**src/design/ise_pkg.sv**
```systemverilog
// ise_pkg: shared types and constants for the indexed stack engine.
// Used by ise_cell, ise_ctrl and indexed_stack_engine; no dependencies.
`timescale 1ns / 1ps

package ise_pkg;

	localparam int DEPTH  = 64;
	localparam int DATA_W = 32;
	localparam int IDX_W  = $clog2(DEPTH);
	localparam int CNT_W  = $clog2(DEPTH + 1);
	localparam int POS_W  = 8;
	localparam int ACT_W  = 3;
	localparam int CMP_W  = ((CNT_W > POS_W) ? CNT_W : POS_W) + 1;
	localparam int IN_W   = 48;
	localparam int OUT_W  = 48;

	typedef enum logic [ACT_W-1:0] {
		ACT_PUSH    = 3'd0,
		ACT_POP     = 3'd1,
		ACT_PEEK    = 3'd2,
		ACT_FIND    = 3'd3,
		ACT_REVERSE = 3'd4,
		ACT_CLEAR   = 3'd5
	} action_t;

	typedef enum logic [2:0] {
		CMD_HOLD,
		CMD_INSERT,
		CMD_REMOVE,
		CMD_LOAD_TAG,
		CMD_SWAP_EVEN,
		CMD_SWAP_ODD
	} cell_cmd_t;

	typedef enum logic [1:0] {
		ST_IDLE,
		ST_EXEC,
		ST_REV
	} state_t;

	typedef struct packed {
		cell_cmd_t          cmd;
		logic [IDX_W-1:0]   slot;
		logic [CNT_W-1:0]   count;
		logic [DATA_W-1:0]  value;
	} cell_ctl_t;

endpackage

```
**src/design/ise_ctrl.sv**
```systemverilog
// ise_ctrl: request decode, state machine, fill count and result register.
// Drives the broadcast control of the cell chain. Depends on ise_pkg.
`timescale 1ns / 1ps

module ise_ctrl import ise_pkg::*; (
	input  logic              clk,
	input  logic              arst_n,
	input  logic              in_valid,
	output logic              in_ready,
	input  logic [ACT_W-1:0]  in_action,
	input  logic [POS_W-1:0]  in_position,
	input  logic [DATA_W-1:0] in_value,
	input  logic              found_any,
	input  logic [DATA_W-1:0] rd_any,
	output cell_ctl_t         ctl,
	output logic              out_valid,
	input  logic              out_ready,
	output logic              out_ok,
	output logic [DATA_W-1:0] out_read,
	output logic              out_found,
	output logic [CNT_W-1:0]  out_count
);

	state_t            state_q, state_d;
	logic [ACT_W-1:0]  op_q;
	logic [POS_W-1:0]  pos_q;
	logic [DATA_W-1:0] val_q;
	logic [CNT_W-1:0]  count_q, count_d;
	logic [CNT_W-1:0]  round_q, round_d;
	logic              out_valid_q;
	logic              ok_q, found_q;
	logic [DATA_W-1:0] read_q;
	logic [CNT_W-1:0]  ocount_q;

	logic              load_out;
	logic              ok_d, found_d;
	logic [DATA_W-1:0] read_d;
	logic              fire_out;
	logic              pos_neg;
	logic [POS_W-1:0]  mag;
	logic [CMP_W-1:0]  mag_c, cnt_c;
	logic              push_ok, read_ok;
	logic [CMP_W-1:0]  push_slot, read_slot;
	logic              in_fire;

	assign in_fire  = in_valid && in_ready;
	assign fire_out = !out_valid_q || out_ready;
	assign pos_neg  = pos_q[POS_W-1];
	assign mag      = pos_neg ? (POS_W'(0) - pos_q) : pos_q;
	assign mag_c    = CMP_W'(mag);
	assign cnt_c    = CMP_W'(count_q);
	assign push_ok  = (count_q < CNT_W'(DEPTH)) && (mag_c <= cnt_c);
	assign read_ok  = mag_c < cnt_c;
	assign push_slot = pos_neg ? mag_c : (cnt_c - mag_c);
	assign read_slot = pos_neg ? mag_c : (cnt_c - CMP_W'(1) - mag_c);

	// next state
	always_comb begin
		state_d = state_q;
		case (state_q)
			ST_IDLE: begin
				if (in_fire) state_d = ST_EXEC;
			end
			ST_EXEC: begin
				if (op_q == ACT_REVERSE && count_q != '0) begin
					state_d = ST_REV;
				end else if (fire_out) begin
					state_d = ST_IDLE;
				end
			end
			ST_REV: begin
				if (round_q >= count_q && fire_out) state_d = ST_IDLE;
			end
			default: state_d = ST_IDLE;
		endcase
	end

	// outputs and cell control
	always_comb begin
		ctl.cmd   = CMD_HOLD;
		ctl.slot  = '0;
		ctl.count = count_q;
		ctl.value = val_q;
		count_d   = count_q;
		round_d   = round_q;
		load_out  = 1'b0;
		ok_d      = 1'b0;
		found_d   = 1'b0;
		read_d    = '0;
		in_ready  = (state_q == ST_IDLE);
		case (state_q)
			ST_EXEC: begin
				if (op_q == ACT_REVERSE && count_q != '0) begin
					ctl.cmd = CMD_LOAD_TAG;
					round_d = '0;
				end else if (fire_out) begin
					load_out = 1'b1;
					case (op_q)
						ACT_PUSH: begin
							if (push_ok) begin
								ctl.cmd  = CMD_INSERT;
								ctl.slot = push_slot[IDX_W-1:0];
								count_d  = count_q + CNT_W'(1);
								ok_d     = 1'b1;
							end
						end
						ACT_POP, ACT_PEEK: begin
							ctl.slot = read_slot[IDX_W-1:0];
							if (read_ok) begin
								ok_d   = 1'b1;
								read_d = rd_any;
								if (op_q == ACT_POP) begin
									ctl.cmd = CMD_REMOVE;
									count_d = count_q - CNT_W'(1);
								end
							end
						end
						ACT_FIND: begin
							ok_d    = 1'b1;
							found_d = found_any;
						end
						ACT_CLEAR: begin
							ok_d    = 1'b1;
							count_d = '0;
						end
						default: begin
						end
					endcase
				end
			end
			ST_REV: begin
				if (round_q < count_q) begin
					ctl.cmd = round_q[0] ? CMD_SWAP_ODD : CMD_SWAP_EVEN;
					round_d = round_q + CNT_W'(1);
				end else if (fire_out) begin
					load_out = 1'b1;
					ok_d     = 1'b1;
				end
			end
			default: begin
			end
		endcase
	end

	always_ff @(posedge clk or negedge arst_n) begin
		if (!arst_n) begin
			state_q     <= ST_IDLE;
			count_q     <= '0;
			round_q     <= '0;
			out_valid_q <= 1'b0;
		end else begin
			state_q <= state_d;
			count_q <= count_d;
			round_q <= round_d;
			if (load_out) begin
				out_valid_q <= 1'b1;
			end else if (out_ready) begin
				out_valid_q <= 1'b0;
			end
		end
	end

	always_ff @(posedge clk) begin
		if (in_fire) begin
			op_q  <= in_action;
			pos_q <= in_position;
			val_q <= in_value;
		end
		if (load_out) begin
			ok_q     <= ok_d;
			found_q  <= found_d;
			read_q   <= read_d;
			ocount_q <= count_d;
		end
	end

	assign out_valid = out_valid_q;
	assign out_ok    = ok_q;
	assign out_read  = read_q;
	assign out_found = found_q;
	assign out_count = ocount_q;

	a_count_bound: assert property (@(posedge clk) disable iff (!arst_n)
		count_q <= CNT_W'(DEPTH))
		else $error("fill count above depth");

	a_rev_count_stable: assert property (@(posedge clk) disable iff (!arst_n)
		state_q == ST_REV |=> count_q == $past(count_q))
		else $error("count changed during reverse");

	a_round_bound: assert property (@(posedge clk) disable iff (!arst_n)
		state_q == ST_REV |-> round_q <= count_q)
		else $error("reverse round past count");

	a_accept_exec: assert property (@(posedge clk) disable iff (!arst_n)
		in_fire |=> state_q == ST_EXEC)
		else $error("accepted transaction not executed");

	a_load_busy: assert property (@(posedge clk) disable iff (!arst_n)
		load_out |-> state_q != ST_IDLE)
		else $error("result loaded while idle");

endmodule
```
**config.mk**
```make
export PLATFORM = sky130hd
export DESIGN_NAME = ise_ctrl
export DESIGN_NICKNAME = d
export VERILOG_FILES = /design/src/design/ise_pkg.sv /design/src/design/ise_ctrl.sv
export SDC_FILE = /design/constraint.sdc
export NUM_CORES = 1
export LEC_CHECK = 0
export BUFFER_PORTS_ARGS = -buffer_cell sky130_fd_sc_hd__buf_2
export CAP_MARGIN = 20
export CELL_PAD_IN_SITES_DETAIL_PLACEMENT = 1
export CELL_PAD_IN_SITES_GLOBAL_PLACEMENT = 1
export CORE_UTILIZATION = 40
export CTS_CLUSTER_SIZE = 16
export DETAILED_ROUTE_END_ITERATION = 8
export HOLD_SLACK_MARGIN = 0.03
export PLACE_DENSITY = 0.85
export SLEW_MARGIN = 20
export SYNTH_ARGS = -nofsm -noshare
export SYNTH_HDL_FRONTEND = slang
export SYNTH_SLANG_ARGS = --single-unit
```
**constraint.sdc**
```tcl
create_clock -name clk -period 8.9 [get_ports clk]
set_input_delay 2.225 -clock clk [delete_from_list [all_inputs] [get_ports clk]]
set_output_delay 2.225 -clock clk [all_outputs]
set_load 0.03 [all_outputs]
```
==> results.md <==
* Outcome: completed
* Sw frac at 44.4%
* Period Utilization, post-route at 71.6%
* DRT Pass-1 Iters at 5
* GR peak layer: met2
* Vias at 4118
* Netlist cell types at 67
* Total CTS buffers at 9
* Critical setup path kind: register to primary output
* 1st-iter DRT viols at 213
* P_leak at roughly 2.8 nW
* Post-synth top area share at 48.9%
* Worst-Margin Slew at 987 ps
* GRT met2 Usage at 39.8%
* Met3 Resource Use GR at about 6.7%
* Post-DR wirelength/cell at 19.3 um
* Int Power at 1.17 mW
* Clk Latency, worst-skew pair at 350 ps
* Ys Warns at 0
* Post-Syn Nets at 530
* R2r worst-path depth at 12
* Crit path arrival time at 4150 ps
* # setup viols final at 0
* Gr usage total at around 23%
* # H-tree levels at 3
* Max Freq at between 0.15 and 0.2 GHz
* Crit-path most repeated cell: ha_1
* Setup TNS at 0 ps
* Largest net degree at the start of global routing at between 40 and 50
* Drc violations at 0
* VDD IR max at ~0.14 mV
* Hold WC Path Type: register to register
* HPWL Detailed at 11300 um
* Post-synthesis sequential area ratio at between 50 and 60%
* Die height at 116 um
* Minimum clock period at 6370 ps
* CP Launch Type: register
* Overflow after GRT at 0
* Clock network power share at between 10% and 20%
* Combinational share of power at 45.9%
* Post-synth EDFFs at between 80 and 90
* CP cell instances: inv_1 > ha_1 > or3b_2 > o31ai_1 > xnor2_1 > ha_1 > and3_1 > and2_1 > o221ai_4 > nor2_4 > a22oi_1 > a221oi_1 > buf_2
* Antenna-violating nets left at 0
* RSZ-0062 raised after global routing: no
* Synth area leader: edfxtp_1
* # fillers at 1416
* Area occupied by registers at 2950 um^2
* Setup Buffers After CTS at 0
* Area taken by multi-input logic gates at 2050 um^2
* Share of cells above drive strength 1 at 36.0%
* Die Wd at 116 um
* Synth area leaders: edfxtp_1 49%, dfrtp_1 8.2%, ha_1 6.5%
* Num ports at 171
* Global-route wire length before repair at 22600 um
* Clock Sinks at between 100 and 150
* Hold Fails Final Rpt at 0
* CP Max Fanout at 9
* Area Overhead vs Synth at 25.2%
* Initial Util at 40.9%
* Fin nets at about 700
* Die ar. at 13400 um^2
* Hold depth at 2
* Clk_skew at 11.3 ps
* Post-synthesis cell count at 421
* Required @ worst endpoint at about 6700 ps
* Ys flop type: edfxtp_1
* Slew Limit Headroom at 34.2%
* Clock buffer depth at 2
* Pwr/cell area at 325 nW/um^2
* Initial antenna violation count at 1
* Root Driver: clkbuf_16
* CORE AREA at 12600 um^2
* P_sw at 932 uW
* Flops & latches, synth at between 100 and 150
* Max-slew violations at 0
* RePlAce Congestion at 0.902
* Crit-path slowest cell: or3b_2
* Port Buffer Count at between 150 and 200
* CTS hold repair buffers at 0
* Post-Syn Area per Cell at 12.3 um^2
* Mapped Area at approximately 5200 um^2
* CTS resizes at 0
* Final WS setup at 2530 ps
* CTS clk-pin slew, worst paths at roughly 80 ps
* Crit path largest cell delay at around 500 ps
* Via density at approximately 5.4
* Vias in the first global route at between 4000 and 5000
* Max Cap Viol at 0
* CTS tree: yes
* Register share of total power at 35.7%
* Async SR Flop Fraction at 16.8%
* Antenna Cells at 0
* Worst setup EP type: primary output
* Worst slack at placement at 3030 ps
* Final wirelength at 14800 um
* FP Rows at 41
* M1 GR Usage at 25.9%
[power groups by stage]
stage          Combinational, mW  Clock, mW  Sequential [mW]
3_5_place_dp               0.950          0            0.759
6_report                   0.962      0.386            0.750
2_1_floorplan              0.513          0            0.918
4_1_cts                    0.960      0.392            0.751
5_1_grt                     1.03      0.406            0.761
3_3_place_gp               0.922          0            0.749
[cell type report]
| class | instances | area share [%] |
|---|---|---|
| Sequential cell | 101 | 45.6 |
| Multi-Input combinational cell | 280 | 31.7 |
| Timing Repair Buffer | 172 | 13.4 |
| Clock buffer | 9 | 3.48 |
| Tap cell | 172 | 3.33 |
| Inverter | 25 | 1.45 |
| Clock inverter | 7 | 1.05 |
[final timing paths]
kind / start / end / slack, ps
max in group asynchronous: arst_n / round_q[2]$_DFFE_PN0P_ / 6810
max: pos_q[0]$_DFFE_PP_ / ctl[43] / 2530
min reg2reg: round_q[6]$_DFFE_PN0P_ / round_q[6]$_DFFE_PN0P_ / 570
min in group asynchronous: arst_n / count_q[4]$_DFF_PN0_ / 1790
max reg2reg: pos_q[0]$_DFFE_PP_ / out_count[5]$_DFFE_PP_ / 5150
min: round_q[6]$_DFFE_PN0P_ / round_q[6]$_DFFE_PN0P_ / 570
[cells by family (layout without fill, tap and decap cells)]
logic type | Yosys count | count (layout) | share of synthesized area (%)
and+or+nand+nor | 130 | 130 | 14.2
xor gates and xnor gates | 16 | 16 | 2.72
AOI/OAI and AO/OA | 103 | 103 | 14.8
muxes | 2 | 2 | 0.388
buffers and inverters | 40 | 213 | 3.44
DFF | 101 | 101 | 57.1
adders and majority gates | 29 | 29 | 7.32
[critical path: cells and delay by family (launching register included)]
family                     cells  cell delay [ps]
DFF                            1              470
buffers and inverters          2              420
and+or+nand+nor                4             1270
xor gates and xnor gates       1              100
AOI/OAI and AO/OA              4             1010
adders and majority gates      2              520
[stage by stage]
stage | hold slack, ps | cells | area (um^2) | utilization (%) | total power [mW]
6_report | 574 | 766 | 6460 | 51.2 | 2.10
5_1_grt | 607 | 766 | 6460 | 51.2 | 2.20
3_5_place_dp | 554 | 750 | 6170 | 48.9 | 1.71
3_3_place_gp | 540 | 750 | 6170 | 48.9 | 1.67
2_1_floorplan | 504 | 421 | 5160 | - | 1.43
4_1_cts | 578 | 766 | 6460 | 51.2 | 2.10
[synthesized netlist by cell type (6+ instances only)]
| cell | instances |
|---|---|
| a21oi_1 | 15 |
| and2_1 | 34 |
| dfrtp_1 | 17 |
| edfxtp_1 | 84 |
| ha_1 | 27 |
| inv_1 | 25 |
| nand2_1 | 21 |
| nand2b_1 | 9 |
| nand3_1 | 8 |
| nand4_1 | 8 |
| nor2_1 | 14 |
| nor3_1 | 11 |
| o21a_1 | 7 |
| o21ai_0 | 24 |
| o31ai_1 | 6 |
| xnor2_1 | 13 |
[per-layer routing]
metal / wire, um / vias up
li1: - / 1897
met1: 5550 / 1998
met2: 7560 / 186
met3: 1220 / 37
met4: 478 / 0
met5: 0 / -
[state kept, by name, indices dropped and copies added, names as in the netlist]
name and flops:
out_count 7, val_q 32, round_q 7, count_q 7
state_q 2, out_valid 1, out_found 1, out_read 32
out_ok 1, op_q 3, pos_q 8
[cells in the final DEF (no fill, tap or decap), drive strengths merged, types with 3 or more instances in the layout]
cell type,count
buf,172
edfxtp,84
and2,34
inv,28
ha,27
o21ai,26
nand2,21
dfrtp,17
a21oi,16
nor2,15
xnor2,13
nor3,11
nand2b,9
clkbuf,9
nand4,8
nand3,8
a21o,8
o21a,7
o31ai,6
and3,5
a221oi,5
a31oi,4
o211ai,4
or2,4
nor2b,4
clkinv,4
nor4,3
or3,3
a211o,3
xor2,3
o311ai,3
Note: power is estimated with default switching activity, not from simulation.
