[src/design/ise_pkg.sv]
// ise_pkg: shared types and constants for the indexed stack engine.
// Used by ise_cell, ise_ctrl and indexed_stack_engine; no dependencies.
`timescale 1ns / 1ps

package ise_pkg;

	localparam int DEPTH  = 64;
	localparam int DATA_W = 32;
	localparam int IDX_W  = $clog2(DEPTH);
	localparam int CNT_W  = $clog2(DEPTH + 1);
	localparam int POS_W  = 8;
	localparam int ACT_W  = 3;
	localparam int CMP_W  = ((CNT_W > POS_W) ? CNT_W : POS_W) + 1;
	localparam int IN_W   = 48;
	localparam int OUT_W  = 48;

	typedef enum logic [ACT_W-1:0] {
		ACT_PUSH    = 3'd0,
		ACT_POP     = 3'd1,
		ACT_PEEK    = 3'd2,
		ACT_FIND    = 3'd3,
		ACT_REVERSE = 3'd4,
		ACT_CLEAR   = 3'd5
	} action_t;

	typedef enum logic [2:0] {
		CMD_HOLD,
		CMD_INSERT,
		CMD_REMOVE,
		CMD_LOAD_TAG,
		CMD_SWAP_EVEN,
		CMD_SWAP_ODD
	} cell_cmd_t;

	typedef enum logic [1:0] {
		ST_IDLE,
		ST_EXEC,
		ST_REV
	} state_t;

	typedef struct packed {
		cell_cmd_t          cmd;
		logic [IDX_W-1:0]   slot;
		logic [CNT_W-1:0]   count;
		logic [DATA_W-1:0]  value;
	} cell_ctl_t;

endpackage

[src/design/ise_cell.sv]
// ise_cell: one stack slot of the cell chain; holds an entry and a sort tag.
// Takes data from its lower and upper neighbors. Depends on ise_pkg.
`timescale 1ns / 1ps

module ise_cell import ise_pkg::*; (
	input  logic              clk,
	input  logic [IDX_W-1:0]  idx,
	input  cell_ctl_t         ctl,
	input  logic [DATA_W-1:0] lo_entry,
	input  logic [IDX_W-1:0]  lo_tag,
	input  logic [DATA_W-1:0] hi_entry,
	input  logic [IDX_W-1:0]  hi_tag,
	output logic [DATA_W-1:0] entry,
	output logic [IDX_W-1:0]  tag,
	output logic              hit,
	output logic [DATA_W-1:0] rd
);

	logic [DATA_W-1:0] entry_q;
	logic [IDX_W-1:0]  tag_q;
	logic [CNT_W-1:0]  idx_c;
	logic              live;
	logic              next_live;
	logic              is_lower;
	logic              swap_up;
	logic              swap_dn;
	logic              parity;

	assign idx_c     = CNT_W'(idx);
	assign live      = idx_c < ctl.count;
	assign next_live = (idx_c + CNT_W'(1)) < ctl.count;
	assign parity    = (ctl.cmd == CMD_SWAP_ODD);
	assign is_lower  = (idx[0] == parity);
	// pair with upper neighbor: swap when upper tag is larger
	assign swap_up   = is_lower && next_live && (tag_q < hi_tag);
	// pair with lower neighbor
	assign swap_dn   = !is_lower && (idx != '0) && live && (lo_tag < tag_q);

	assign entry = entry_q;
	assign tag   = tag_q;
	assign hit   = live && (entry_q == ctl.value);
	assign rd    = (idx == ctl.slot) ? entry_q : '0;

	always_ff @(posedge clk) begin
		case (ctl.cmd)
			CMD_INSERT: begin
				if (idx == ctl.slot) begin
					entry_q <= ctl.value;
				end else if (idx > ctl.slot && idx_c <= ctl.count) begin
					entry_q <= lo_entry;
				end
			end
			CMD_REMOVE: begin
				if (idx >= ctl.slot && next_live) begin
					entry_q <= hi_entry;
				end
			end
			CMD_LOAD_TAG: begin
				tag_q <= idx;
			end
			CMD_SWAP_EVEN, CMD_SWAP_ODD: begin
				if (swap_up) begin
					entry_q <= hi_entry;
					tag_q   <= hi_tag;
				end else if (swap_dn) begin
					entry_q <= lo_entry;
					tag_q   <= lo_tag;
				end
			end
			default: begin
			end
		endcase
	end

endmodule

[config.mk]
export PLATFORM = sky130hd
export DESIGN_NAME = ise_cell
export DESIGN_NICKNAME = d
export VERILOG_FILES = /design/src/design/ise_pkg.sv /design/src/design/ise_cell.sv
export SDC_FILE = /design/constraint.sdc
export NUM_CORES = 1
export LEC_CHECK = 0
export BUFFER_PORTS_ARGS = -buffer_cell sky130_fd_sc_hd__buf_4
export CORE_ASPECT_RATIO = 0.9
export CORE_UTILIZATION = 35
export CTS_CLUSTER_DIAMETER = 30
export DETAILED_ROUTE_END_ITERATION = 6
export GPL_ROUTABILITY_DRIVEN = 1
export SYNTH_ARGS = -nofsm -noshare
export SYNTH_HDL_FRONTEND = slang
export SYNTH_SLANG_ARGS = --single-unit
export TNS_END_PERCENT = 1
[constraint.sdc]
create_clock -name clk -period 9.8 [get_ports clk]
set_clock_uncertainty 0.2 [all_clocks]
set_input_delay 0.98 -clock clk [delete_from_list [all_inputs] [get_ports clk]]
set_output_delay 0.98 -clock clk [all_outputs]
set_load 0.01 [all_outputs]
==> results of run 1 <==
## final timing paths
kind	slack (ps)	cells past startpoint	end
hold reg to reg	1150	5	tag[4]$_DFFE_PP_
hold / removal	830	3	entry[30]$_DFFE_PP_
setup reg to reg	6610	8	entry[14]$_DFFE_PP_
setup / recovery	5640	13	entry[14]$_DFFE_PP_
## cells in the mapped netlist, types with 10 or more instances
cell type   n  area share
nand2_1    10      0.0096
xnor2_1    36       0.081
clkbuf_1   13       0.013
and2_1     32       0.051
mux2i_1    38       0.097
edfxtp_1   38        0.29
nand4_1    10       0.016
ha_1       31       0.099
a21oi_1    13       0.017
inv_1      25       0.024
o21ai_0    33       0.042
mux2_2     32       0.092
a22oi_1    32       0.062
## sequential cells by signal (all words and copies together) (netlist names)
register  count
entry        32
tag           6
## metal layers
layer	share of wire	track usage	vias to the layer above
li1	-	-	1879
met1	0.45	0.288	1807
met2	0.48	0.378	138
met3	0.053	0.0403	14
met4	0.018	0.0648	0
met5	0	0	-
## kinds of logic (layout without fill, tap and decap cells)
| family | after synthesis | in the layout | share of synthesized area |
|---|---|---|---|
| XOR/XNOR | 37 | 37 | 0.0831 |
| buffers and inverters | 47 | 240 | 0.0597 |
| multiplexers | 70 | 70 | 0.190 |
| AND/OR/NAND/NOR | 84 | 84 | 0.126 |
| adder cells (fa/ha/maj) | 31 | 31 | 0.0994 |
| flip-flops | 38 | 38 | 0.292 |
| AO/OA/AOI/OAI | 95 | 95 | 0.149 |
## cell type report
| cell class | instances | area [µm²] | area share |
|---|---|---|---|
| Clock inverter | 2 | 8.76 | 0.00154 |
| Tap cell | 152 | 190 | 0.0335 |
| Sequential cell | 38 | 1140 | 0.201 |
| Multi-Input combinational cell | 317 | 2560 | 0.451 |
| Timing Repair Buffer | 207 | 1550 | 0.274 |
| Clock buffer | 6 | 129 | 0.0227 |
| Inverter | 25 | 93.8 | 0.0165 |
## power breakdown
part | internal, µW | leakage (µW) | switching (µW) | total (µW)
sequential | 203 | 0.000355 | 15.1 | 218
combinational | 114 | 0.00210 | 107 | 220
clock | 93.1 | 0.0000683 | 62.5 | 156
## stage by stage
step                      cell area, µm²  setup slack (ps)
after global routing                5680              5400
after detailed placement            5540              5340
final                               5680              5640
after CTS                           5680              5640
after floorplan                     3900              4530
after global placement              5540              5440
## critical path: cells and delay by family
kind / cells / cell delay, ps
buffers and inverters: 3 / 1090
adders and majority gates: 2 / 470
xor gates and xnor gates: 1 / 160
AOI/OAI and AO/OA: 3 / 590
and+or+nand+nor: 4 / 570
==> results, run 1 <==
- The flow ran to the end, and the final reports show no timing, DRC or antenna violations.
- The first detailed-routing pass ran for 4 iterations.
- For this run, the post-layout net count is roughly 760.
- Of the available clock period, the critical path in the final layout requires 0.425.
- The residual antenna-violating net count after detailed routing is 0.
- The global-route wire length before repair is ~20000 µm.
- The final critical path time including I/O delays and setup is ~4200 ps.
- The CTS tree is done.
- The vertical die dimension is a little over 100 µm.
- The headroom to the max-slew limit is 0.514.
- The final count of hold timing violations is 0.
- Counting flops with an async set or reset pin after synthesis yields a share of 0.
- The count of input and output buffers is 201.
- The sequential share of the synthesized area is 0.292.
- The number of max-slew violations in the final report is 0.
- Setup violations remaining at the end of the flow were counted as 0.
- Leaving out fill and tap cells, the most frequent cell in the layout is buf_4.
- The most common cell type on the critical path is buf_4.
- In the final routed layout, each cell accounts on average for 17.7 µm.
- The number of buffers inserted during clock tree synthesis is 5.
- Setup repair after global routing left no endpoint under its margin.
- The post-synthesis area per instance is between 9 and 10 µm².
- The origin of the critical flop-to-flop path is tag[5]$_DFFE_PP_.
- For this run the aggregate overflow at the end of global routing stands at 0.
- Detailed routing inserted a total of 3838 vias.
- IR analysis of the VDD net gives a maximum drop of 0.0581 mV.
- In this run the worst setup path begins at idx[1].
- The type of destination of the critical path is a register.
- The die covers between 10000 and 15000 µm².
- In this run the worst path has a maximum fanout of 39.
- The clock-pin slew reported for the worst setup and hold paths after clock tree synthesis is 60 ps.
- The post-cts sizing count is 0.
- The finished layout holds between 700 and 800 standard cells, fillers aside.
- The worst setup path is of the in -> reg kind.
- The final estimated routing congestion in global placement is slightly above 0.8.
- The post-synthesis to final-layout area growth is 45.5%.
- Leaving out fill and tap cells, the most frequent cells in the layout are 207 x buf_4, 38 x mux2i_1, 38 x edfxtp_1, 36 x xnor2_1, 33 x o21ai_0.
- In the global route stage, overall resource usage came out at 0.221.
- The maximum level of the CTS H-tree is 2.
- Clock latency on the worst-skew pair, taken at its later pin, is 270 ps.
- The starting density of the core is 0.359.
- The signal on the critical path passes through buf_4 -> ha_1 -> nand3_1 -> xnor2_1 -> ha_1 -> a211oi_1 -> nor2_1 -> nor3_2 -> and3b_2 -> buf_4 -> a32oi_1 -> o31ai_4 -> buf_4.
- The number of global-route vias before repair came to about 3.8k.
- During I/O placement, the number of pins put on the boundary was slightly above 200.
- In this run the most critical hold path is launched from hi_entry[30].
- The combined area of all synthesized cells is 3900 µm².
- The slowest stage of the critical path belongs to the cell buf_4.
- CTS saw 38 sinks.
- The post-CTS setup repair buffer count is 0.
- The dominant register cell in the synthesized netlist is edfxtp_1.
- The number of antenna diodes in the final layout is 0.
- The maximum number of buffers from clock root to sink is 2.
- The number of cells produced by synthesis is 402.
- The transition at the pin with the smallest max-transition slack is around 730 ps.
- After detailed placement, the design holds a cell count of 739.
- Counting every net in the synthesized netlist gives 564.
- In this run, the number of DRC markers left after iteration 0 of detailed routing was a little under 200.
- Counting distinct cell types in the post-synthesis netlist gives 36.
- The core area is 10900 µm².
- The buffer type at the clock tree root is clkbuf_16.
- At the end of the flow the core is filled with cells to 0.523.
- The number of antenna violations at the first check in global routing is 0.
- The final-layout fill cell count is between 1k and 1.5k.
- In the routed design, unresolved DRC markers number 0.
- For this run, the top clock speed supported by timing is 240 MHz.
- In this run, synthesis inferred 38 flip-flops with an integrated enable.
- For this design the static power due to leakage is 0.00253 µW.
- The final worst hold slack is around 830 ps.
- The fraction of final layout cells with drive strength greater than 1 is 0.422.
- The HPWL after detailed placement is slightly above 10000 µm.
- The final layout contains routed wiring with a total length of between 10000 and 15000 µm.
- Row generation in the floorplan step produced 36 rows.
- After detailed routing, the number of vias per cell comes to about 5.1.
- The areal power density over the cells is ~100 nW/µm².
- Summed over all failing endpoints, the final setup total negative slack is 0 ps.
- The number of register bits inferred by synthesis is 38.
- The number of warnings issued by yosys is 0.
- The die span in x is about 110 µm.
- The power after layout is 594 µW.
- Across the run, the number of max-cap violations was 0.
- At the worst endpoint, the required time is roughly 9500 ps.
- The worst hold path belongs to the class in -> reg.
- The data arrival time at the worst-slack endpoint is 3890 ps.
- Entering global routing, the biggest net connects 67 pins.
- The largest single stage delay on the critical path is approximately 540 ps.
- STA classifies the critical path startpoint as an input pin.
- The total of hold buffers inserted after clock tree synthesis is 0.
No activity file was read; power rests on OpenSTA's default activity.
==> run 2: changes to the inputs <==
--- a/config.mk
+++ b/config.mk
@@ -11,6 +11,7 @@
 export CTS_CLUSTER_DIAMETER = 30
 export DETAILED_ROUTE_END_ITERATION = 6
 export GPL_ROUTABILITY_DRIVEN = 1
+export PLACE_DENSITY = 0.67
 export SYNTH_ARGS = -nofsm -noshare
 export SYNTH_HDL_FRONTEND = slang
 export SYNTH_SLANG_ARGS = --single-unit
==> constraint.sdc (replaced) <==
create_clock -name clk -period 3.8 [get_ports clk]
set_clock_uncertainty 0.2 [all_clocks]
set_input_delay 0.38 -clock clk [delete_from_list [all_inputs] [get_ports clk]]
set_output_delay 0.38 -clock clk [all_outputs]
set_load 0.01 [all_outputs]
==> results, run 2 (synthesis gave the netlist of run 1 again) <==
- The utilization after layout is 0.527 (+0.00450).
- The number of antenna violations at the first check in global routing is 0 (unchanged).
- The number of antenna cells inserted is 0 (unchanged).
- The core area is 10900 µm² (unchanged).
- The cell sitting at the root of the clock tree is a clkbuf_16.
- The fraction of final layout cells with drive strength greater than 1 is 0.424 (+0.00265).
- In the finished design, the share of the clock period the worst path needs comes to 0.804.
- The type of destination of the critical path is a register.
- The worst setup path is launched from an input pin.
- The final wirelength is 12600 µm (-4.6%).
- The area of the multi-input gates is 2560 µm² (unchanged).
- The register area is 1140 µm² (unchanged).
- The total of hold buffers inserted after clock tree synthesis is 0 (unchanged).
- The number of core rows is 36 (unchanged).
- The count of input and output buffers was 201 (unchanged).
- The transition at the pin with the smallest max-transition slack came to 818 ps (+88.3 ps).
- The total leakage power is 0.00255 µW (+0.92%).
- The vertical die dimension is 102 µm (unchanged).
- The critical setup path kind is in -> reg.
- The clock-pin slew reported for the worst setup and hold paths after clock tree synthesis is 60 ps (about the same).
- The global-route wire length before repair is 19000 µm (-3.4%).
- The total routing usage reported by global routing is 0.211 (-0.0105).
- The timing startpoint of the critical path is idx[0].
- The top fanout value on the critical path is 13 (-67%).
- The CTS tree is done.
- The final estimated routing congestion in global placement came to 0.856 (+4.9%).
- The starting density of the core is 0.359 (unchanged).
- Following the worst setup path forward leads to its endpoint at entry[30]$_DFFE_PP_.
- The overall overflow remaining after global route is 0 (unchanged).
- The flow ran to the end, and the final reports show no timing, DRC or antenna violations.
- The worst endpoint required time is 3570 ps (-5960 ps).
- The net count of the finished layout is 758 (+0.26%).
- The maximum number of pins on one net before global-route repair is 39 (-42%).
- The power after layout is 1590 µW (+170%).
- The number of buffers inserted during clock tree synthesis is 5 (unchanged).
- The maximum resistive drop on vdd was 0.186 mV (+220%).
- The flip-flop count of the largest register after layout is 32 (unchanged).
- The total of max-cap violations is 0 (unchanged).
- The origin of the critical flop-to-flop path is tag[5]$_DFFE_PP_.
- The final cell count without fillers is 748 (+0.13%).
- The top cell types in the final layout, fill and taps aside, are 208 x buf_4, 38 x mux2i_1, 38 x edfxtp_1, 36 x xnor2_1, 33 x o21ai_0.
- The HPWL after detailed placement was 10000 µm (-3.0%).
- The residual antenna-violating net count after detailed routing came to 0 (unchanged).
- The final count of hold timing violations is 0 (unchanged).
- The DRC violation count after routing was 0 (unchanged).
- The post-CTS setup repair buffer count is 0 (unchanged).
- The maximum level of the CTS H-tree is 2 (unchanged).
- The count of final setup violators is 0 (unchanged).
- The number of search-and-repair iterations in the first detailed-routing pass is 5 (+1).
- The end of the worst register-to-register path is entry[30]$_DFFE_PP_.
- The headroom to the max-slew limit is 0.453 (-0.0602).
- The number of top-level pins is 202 (unchanged).
- The setup slack on the worst flop-to-flop path is 1180 ps (-5430 ps).
- The final-layout fill cell count is 991 (-1.8%).
- The post-detailed-route via-to-cell ratio is 5.17 (+0.70%).
- The number of design-rule violations left by the first detailed-router iteration is 139 (-30%).
- Setup repair after global routing left no endpoint under its margin.
- The die outline area is 11600 µm² (unchanged).
- The post-cts sizing count came to 0 (unchanged).
- The average routed wire per standard cell was 16.9 µm (-4.7%).
- The accumulated negative setup slack is 0 ps (unchanged).
- The die span in x came to 113 µm (unchanged).
- The number of max-slew violations in the final report is 0 (unchanged).
- The clock period could shrink to 3060 ps.
- The number of sinks driven by the clock tree is 38 (unchanged).
- The library cell used most frequently in the layout, excluding fill and tap cells, is buf_4.
- The data arrival time at the worst-slack endpoint came to 2830 ps (-1060 ps).
- The post-synthesis to final-layout area growth is 46.7%.
- The areal power density over the cells is 278 nW/µm² (+170%).
- The achievable frequency is 327 MHz.
- The number of vias after detailed routing is 3870 (+0.83%).
- The number of cells on the worst reg-to-reg path was 7 (-1).
- The class of the most critical hold timing path is in -> reg.
- The worst-skew pair later-pin latency is 270 ps (about the same).
- The maximum number of buffers from clock root to sink is 2 (unchanged).
- The count of placed standard cells including taps is 741 (+0.27%).
- The number of global-route vias before repair is 3777 (-0.40%).
run 2: stage by stage:
step           hold WS (ps)  area, µm²  worst slack [ps]
2_1_floorplan           367       3910               120
3_3_place_gp            502       5570               482
3_5_place_dp            507       5570               434
4_1_cts                 214       5720               726
5_1_grt                 235       5720               515
6_report                219       5720               744
run 2: where the power goes:
| part | leakage (µW) | total (µW) | switching (µW) | internal, µW |
|---|---|---|---|---|
| sequential | 0.000355 | 561 | 37.8 | 523 |
| clock | 0.0000773 | 455 | 151 | 303 |
| combinational | 0.00212 | 578 | 279 | 299 |
| total | 0.00255 | 1590 | 468 | 1120 |
run 2: area by class of cell:
cell class,instances,share of cell area
Multi-Input combinational cell,317,0.447
Sequential cell,38,0.199
Clock buffer,5,0.0219
Timing Repair Buffer,209,0.276
Clock inverter,2,0.00590
Tap cell,152,0.0332
Inverter,25,0.0164
run 2: metal layers:
layer	wire (µm)	vias to the layer above	track usage
met5	0	-	0
met4	131	0	0.0516
met3	753	11	0.0350
met2	6350	157	0.379
met1	5380	1825	0.265
li1	-	1877	-
run 2: worst max-delay path: stages:
cell and delay, ps:
buf_4 140, ha_1 220, nand3_1 130, xnor2_1 130
ha_1 270, a211oi_1 210, nor2_1 90, nor3_2 150
a21oi_1 130, o31ai_4 650, buf_4 330
run 2: worst min path at each step:
stage / start / end / cells after the start
6_report: hi_entry[27] / entry[27]$_DFFE_PP_ / 3
5_1_grt: hi_entry[24] / entry[24]$_DFFE_PP_ / 3
4_1_cts: hi_entry[0] / entry[0]$_DFFE_PP_ / 3
3_5_place_dp: hi_entry[0] / entry[0]$_DFFE_PP_ / 3
3_3_place_gp: hi_entry[29] / entry[29]$_DFFE_PP_ / 3
2_1_floorplan: idx[0] / tag[0]$_DFFE_PP_ / 2
